==> src/spq_pkg.sv <==
// spq_pkg: shared types and constants for the sorted priority queue.
// No dependencies; imported by spq_cell, sorted_priority_queue and the bench.
package spq_pkg;

  localparam int DEPTH   = 16;
  localparam int DATA_W  = 32;
  localparam int CNT_W   = $clog2(DEPTH + 1);
  localparam int OCC_W   = 5;
  localparam int STAT_W  = 2;

  typedef logic signed [DATA_W-1:0] data_t;
  typedef logic [CNT_W-1:0]         cnt_t;

  typedef enum logic {
    FUNC_INSERT = 1'b0,
    FUNC_REMOVE = 1'b1
  } func_t;

  typedef enum logic [STAT_W-1:0] {
    STAT_OK        = 2'd0,
    STAT_OVERFLOW  = 2'd1,
    STAT_UNDERFLOW = 2'd2
  } status_t;

  // Broadcast control for every cell of the row.
  typedef struct packed {
    logic  ins;   // accepted insert that fits
    logic  rem;   // accepted remove on a non-empty queue
    data_t val;   // value being inserted
  } cell_ctl_t;

endpackage

==> src/spq_cell.sv <==
// spq_cell: one slot of the sorted shift-register row.
// Depends on spq_pkg (data_t, cell_ctl_t).
module spq_cell
  import spq_pkg::*;
(
  input  logic      clk,
  input  cell_ctl_t ctl,
  input  logic      occ,        // this slot holds a live entry
  input  logic      prev_gt,    // left neighbor yields to the new value
  input  data_t     prev_entry,
  input  data_t     next_entry,
  output logic      gt,         // new value goes at or left of here
  output data_t     entry
);

  data_t entry_r;
  data_t entry_nxt;

  // Empty slots always yield; equal values stay ahead of the new one.
  assign gt    = !occ || (ctl.val > entry_r);
  assign entry = entry_r;

  always_comb begin
    entry_nxt = entry_r;
    if (ctl.ins && gt) begin
      entry_nxt = prev_gt ? prev_entry : ctl.val;
    end else if (ctl.rem) begin
      entry_nxt = next_entry;
    end
  end

  always_ff @(posedge clk) begin
    entry_r <= entry_nxt;
  end

endmodule

==> src/sorted_priority_queue.sv <==
// Sorted priority queue: a row of DEPTH cells kept in descending order.
// The result beat is registered; it appears in the cycle after acceptance.
// Throughput: one operation per cycle unless stalled; every cell compares the
// broadcast value in parallel and shifts toward its neighbor in the same cycle.
// Reset (rst_n low, synchronous): fill count and output valid cleared; cell
// contents are left as they are and are never read before being written.
module sorted_priority_queue
  import spq_pkg::*;
(
  input  logic                    clk,
  input  logic                    rst_n,
  // input channel
  input  logic                    in_valid,
  output logic                    in_stall,
  input  logic                    in_func,
  input  logic signed [DATA_W-1:0] in_value,
  // result channel
  output logic                    out_valid,
  input  logic                    out_stall,
  output logic [STAT_W-1:0]       out_status,
  output logic signed [DATA_W-1:0] out_removed_value,
  output logic [OCC_W-1:0]        out_occupancy
);

  // Output register: a new beat is taken whenever the held result either
  // leaves this cycle or the register is empty.
  logic                    out_valid_r, out_valid_nxt;
  status_t                 status_r, status_nxt;
  data_t                   removed_r, removed_nxt;
  logic [OCC_W-1:0]        occ_r, occ_nxt;

  cnt_t                    count_r, count_nxt;

  logic                    accept;
  logic                    full, empty;
  cell_ctl_t               ctl;

  // cell row wiring; the first and last cells tie off their missing neighbor
  logic                    gt     [DEPTH];
  data_t                   entry  [DEPTH];
  logic                    occ    [DEPTH];

  assign in_stall = out_valid_r && out_stall;
  assign accept   = in_valid && !in_stall;

  assign full  = (count_r == cnt_t'(DEPTH));
  assign empty = (count_r == '0);

  // ins, rem, val
  assign ctl = {accept && (in_func == FUNC_INSERT) && !full,
                accept && (in_func == FUNC_REMOVE) && !empty,
                in_value};

  // Thermometer of live slots from the fill count.
  for (genvar i = 0; i < DEPTH; i++) begin : g_row
    assign occ[i] = (cnt_t'(i) < count_r);

    spq_cell u_cell (
      .clk        (clk),
      .ctl        (ctl),
      .occ        (occ[i]),
      .prev_gt    ((i == 0) ? 1'b0 : gt[(i == 0) ? 0 : i-1]),
      .prev_entry (entry[(i == 0) ? 0 : i-1]),
      .next_entry (entry[(i == DEPTH-1) ? i : i+1]),
      .gt         (gt[i]),
      .entry      (entry[i])
    );
  end

  // Fill count and result beat.
  always_comb begin
    count_nxt     = count_r;
    out_valid_nxt = out_valid_r && out_stall;
    status_nxt    = status_r;
    removed_nxt   = removed_r;
    occ_nxt       = occ_r;
    if (ctl.ins) begin
      count_nxt = count_r + cnt_t'(1);
    end else if (ctl.rem) begin
      count_nxt = count_r - cnt_t'(1);
    end
    if (accept) begin
      out_valid_nxt = 1'b1;
      removed_nxt   = '0;
      if (in_func == FUNC_INSERT) begin
        status_nxt = full ? STAT_OVERFLOW : STAT_OK;
      end else begin
        status_nxt = empty ? STAT_UNDERFLOW : STAT_OK;
        if (!empty) begin
          removed_nxt = entry[0];
        end
      end
      occ_nxt = OCC_W'(count_nxt);
    end
  end

  always_ff @(posedge clk) begin
    if (!rst_n) begin
      count_r     <= '0;
      out_valid_r <= 1'b0;
    end else begin
      count_r     <= count_nxt;
      out_valid_r <= out_valid_nxt;
    end
  end

  // payload of the result beat; no reset needed
  always_ff @(posedge clk) begin
    status_r  <= status_nxt;
    removed_r <= removed_nxt;
    occ_r     <= occ_nxt;
  end

  assign out_valid         = out_valid_r;
  assign out_status        = status_r;
  assign out_removed_value = removed_r;
  assign out_occupancy     = occ_r;

  // ---------------------------------------------------------------------
  // Assertions
  // ---------------------------------------------------------------------

  // Fill count never runs past the row length.
  a_count_bound: assert property (@(posedge clk) disable iff (!rst_n)
    count_r <= cnt_t'(DEPTH))
    else $error("fill count exceeds depth");

  // Head of the row is no smaller than the second live entry.
  a_head_sorted: assert property (@(posedge clk) disable iff (!rst_n)
    (count_r >= cnt_t'(2)) |-> (entry[0] >= entry[1]))
    else $error("row out of order at head");

  // A successful remove reports the head as it stood when accepted.
  a_remove_head: assert property (@(posedge clk) disable iff (!rst_n)
    ctl.rem |=> (out_valid_r && status_r == STAT_OK && removed_r == $past(entry[0])))
    else $error("removed value does not match head");

  // An overflow beat leaves the queue reported as full.
  a_overflow_full: assert property (@(posedge clk) disable iff (!rst_n)
    (accept && in_func == FUNC_INSERT && full) |=>
      (status_r == STAT_OVERFLOW && occ_r == OCC_W'(DEPTH)))
    else $error("overflow reported on a queue that is not full");

endmodule

==> config.mk <==
export PLATFORM = sky130hd
export DESIGN_NAME = sorted_priority_queue
export DESIGN_NICKNAME = d
export VERILOG_FILES = /design/src/spq_pkg.sv /design/src/spq_cell.sv /design/src/sorted_priority_queue.sv
export SDC_FILE = /design/constraint.sdc
export NUM_CORES = 2
export LEC_CHECK = 0
export BUFFER_PORTS_ARGS = -buffer_cell sky130_fd_sc_hd__buf_2
export CAP_MARGIN = 20
export CORE_MARGIN = 2
export CORE_UTILIZATION = 30
export DETAILED_ROUTE_END_ITERATION = 10
export GPL_TIMING_DRIVEN = 0
export HOLD_SLACK_MARGIN = 0.05
export PLACE_DENSITY = 0.52
export SLEW_MARGIN = 20
export SYNTH_ARGS = -nofsm -noshare
export SYNTH_HDL_FRONTEND = slang
export SYNTH_SLANG_ARGS = --single-unit
==> constraint.sdc <==
create_clock -name clk -period 4.5 [get_ports clk]
set_input_delay 0.225 -clock clk [delete_from_list [all_inputs] [get_ports clk]]
set_output_delay 0.225 -clock clk [all_outputs]
set_load 0.02 [all_outputs]
==> flow_metrics.env <==
export IMPL_core_area_mm2=0.134
export IMPL_cts_root_buffer="clkbuf_16"
export IMPL_min_path_cells=2
export IMPL_path_cells="clkbuf_1 > or2_2 > nor2_2 > a21boi_1 > nand2_1 > clkbuf_2 > nand2_2 > buf_16"
export IMPL_period_share_pct=97.9
export IMPL_grt_overflow=0
export IMPL_whs_ns=0.239
export IMPL_wirelength_um=121000
export IMPL_status="completed"
export IMPL_ys_ff_latch=557
export IMPL_fin_worst_skew_ns=0.0223
export IMPL_cap_violations=0
export IMPL_num_vias=30500
export IMPL_cp_buffers_inverters=3
export IMPL_r2r_end="g_row[14].u_cell.entry[9]$_DFFE_PP_"
export IMPL_crit_family="simple AND/OR/NAND/NOR gates"
export IMPL_synth_cells=4128
export IMPL_synth_most_common_cell="edfxtp_1"
export IMPL_die_height_um=371
export IMPL_drt_initial_drc_count=2255
export IMPL_syn_nets=4680
export IMPL_fin_setup_tns_ns=0
export IMPL_worstMarginPinSlew_ns=1.07
export IMPL_ys_async_sr_fraction_pct=0
export IMPL_min_to="g_row[14].u_cell.entry[0]$_DFFE_PP_"
export IMPL_power_per_cell_area_mw_per_mm2=358
export IMPL_cts_setup_buffers=0
export IMPL_area_growth_pct=12.9
export IMPL_place_congestion=0.880
export IMPL_route_antenna_remaining_nets=0
export IMPL_setup_viol=0
export IMPL_cp_slowest_cell="clkbuf_2"
export IMPL_ir_worst_vdd_v=0.000211
export IMPL_start_util_pct=30.2
export IMPL_r2r_start="count_r[4]$_SDFF_PN0_"
export IMPL_io_pins=78
export IMPL_post_drt_wl_per_cell_um=19.8
export IMPL_required_ns=4.89
export IMPL_clockBufferDepth=3
export IMPL_cts_tree="built"
export IMPL_endpoint_kind="flip-flop"
export IMPL_arrival_ns=4.80
export IMPL_hold_start="in_value[0]"
export IMPL_final_layout_size_suffix_gt1_share_pct=7.77
export IMPL_avgSynthCellArea_um2=9.79
export IMPL_rows=134
export IMPL_synth_top_cell_by_area="edfxtp_1"
export IMPL_yosysWarnings=0
export IMPL_port_buffers=77
export IMPL_synth_area_top_cells="edfxtp_1 (41%), ha_1 (16%), mux2i_1 (9.6%), a21oi_1 (6.3%), inv_1 (4.8%)"
export IMPL_clk_pin_slew_worst_paths_ns=0.06
export IMPL_final_hold_viol_count=0
export IMPL_reg2reg_setup_slack_ns=0.09
export IMPL_die_w_um=371
export IMPL_cts_sink_count=557
export IMPL_cp_start_kind="flip-flop"
export IMPL_dp_cells=5989
export IMPL_p_leak_nw=20.9
export IMPL_rsz0062_at_grt="no"
export IMPL_slowest_delay_ns=0.78
export IMPL_antenna_found_initial=3
export IMPL_critical_path_class="flip-flop to flip-flop"
export IMPL_seq_area_frac_synth_pct=41.3
export IMPL_hp_class="input pin to flip-flop"
export IMPL_max_freq_mhz=227
export IMPL_die_area_mm2=0.138
export IMPL_critPathMaxFanout=21
export IMPL_dpl_cell_area_mm2=0.0434
export IMPL_rr_worst_depth=8
export IMPL_place_hpwl_um=99600
export IMPL_synth_cell_types=68
export IMPL_grt_max_degree=33
export IMPL_drcViolationCount=0
export IMPL_cts_buffers=67
export IMPL_grt_pass1_vias=30100
export IMPL_synthTopCellsByCount="edfxtp_1 (551), inv_1 (518), ha_1 (515)"
export IMPL_report_final_slew_viol_count=0
export IMPL_firstDrtPassIters=6
export IMPL_max_slew_margin_pct=29.0
export IMPL_period_needed_ns=4.41
export IMPL_synth_top_area_share_pct=41.0
export IMPL_nNetsFinal=4845
export IMPL_vias_per_cell=4.99
export IMPL_instances_no_fill=6109
export IMPL_grtUsageTotal_pct=17.3
export IMPL_htreeDepth=3
export IMPL_insertion_delay_ns=0.65
export IMPL_synth_top_flop_cell="edfxtp_1"
export IMPL_synth_cell_area_mm2=0.0404
export IMPL_grt_pass1_wl_um=182000
export IMPL_design_area_mm2=0.0456
export IMPL_synth_edf_count=551
[metrics by stage]
step	util (%)	setup slack [ns]	total power [mW]
finish	34.1	0.0946	16.3
global route	34.1	0.0485	17.2
CTS	34.1	0.0207	16.5
detailed placement	32.5	-1.11	11.1
global placement	32.2	-2.52	10.9
floorplan	-	0.481	9.67
[power by group]
| part | internal, mW | switching (mW) |
|---|---|---|
| Combinational | 1.56 | 2.46 |
| Clock | 3.02 | 2.28 |
| Sequential | 6.56 | 0.437 |
| Total | 11.1 | 5.18 |
[worst register-to-register path: stages, from the launching register on]
cell and delay [ns]:
dfxtp_1 0.30, clkbuf_1 0.25, or2_2 0.45, nor2_2 0.58, a21boi_1 0.41, nand2_1 0.61
clkbuf_2 0.78, nand2_2 0.46, buf_16 0.29
[kinds of logic (layout without fill, tap and decap cells)]
group	count (synthesis)	count (layout)	synth area share (%)
XOR/XNOR	4	4	0.0867
buffers and inverters	717	928	6.90
other	0	2	0
multiplexers	456	456	11.5
adder cells (fa/ha/maj)	515	515	16.0
AND/OR/NAND/NOR	929	929	10.7
AO/OA/AOI/OAI	950	950	13.6
flip-flops	557	557	41.3
[sequential cells by signal (all words and copies together) (netlist names)]
register and cells:
count_r 5, g_row.u_cell.entry 512, out_occupancy 5, out_removed_value 32, out_status 2, out_valid 1
[worst max path at each step]
stage                                              startpoint                             endpoint  slack, ns  depth (start not counted)
after CTS                               count_r[1]$_SDFF_PN0_  g_row[5].u_cell.entry[31]$_DFFE_PP_       0.02                         11
after global placement                  count_r[1]$_SDFF_PN0_   g_row[5].u_cell.entry[4]$_DFFE_PP_      -2.52                          8
final                                   count_r[4]$_SDFF_PN0_  g_row[14].u_cell.entry[9]$_DFFE_PP_       0.09                          8
after floorplan           g_row[9].u_cell.entry[11]$_DFFE_PP_   g_row[9].u_cell.entry[0]$_DFFE_PP_       0.48                         11
after detailed placement                          in_value[0]   g_row[3].u_cell.entry[5]$_DFFE_PP_      -1.11                         14
after global routing                    count_r[4]$_SDFF_PN0_  g_row[14].u_cell.entry[5]$_DFFE_PP_       0.05                          8
[timing repair]
item	in CTS	in global routing
hold buffers	4	0
gates resized for setup	10	6
endpoints found under the hold margin	8	0
endpoints found under the setup margin	310	318
[cell type report]
cell class              count  area, µm²
fillers                 13800      88000
multi-input cells        2854      21100
flip-flops and latches    557      16700
well taps                1768       2210
inverters                 518       1950
clock buffers              86       1790
plain buffers             198        843
repair buffers             97        793
clock inverters            29        235
diodes                      2       5.00
[layout by cell type (no fill, tap or decap), drive strengths merged, types with 4 or more instances in the layout]
cell,Yosys,final
inv,518,519
a211o,7,7
nor2,373,373
bufinv,0,4
and2,47,47
edfxtp,551,551
buf,59,153
and4,8,8
o21bai,5,5
nor3,17,17
nor4,20,20
o211a,5,5
a221o,34,34
nand4,107,107
nand2,223,223
mux2,70,70
o21ai,206,206
a21oi,512,512
and3,38,38
or2,8,8
dlygate4sd3,0,4
a211oi,18,18
or3,5,5
ha,515,515
mux2i,386,386
o22ai,4,4
o21a,19,19
a31oi,4,4
clkbuf,140,224
a21o,92,92
nand3,22,22
dfxtp,6,6
nor2b,31,31
clkinv,0,23
nand2b,21,21
o211ai,11,11
[layer usage]
metal | vias to the layer above | global-route usage (%) | part of all wire, %
met5 | - | 0 | 0
met4 | 0 | 4.82 | 2.8
met3 | 182 | 2.30 | 4.7
met2 | 717 | 27.4 | 44
met1 | 14400 | 24.5 | 49
li1 | 15200 | - | -
Note: power is estimated with default switching activity, not from simulation.
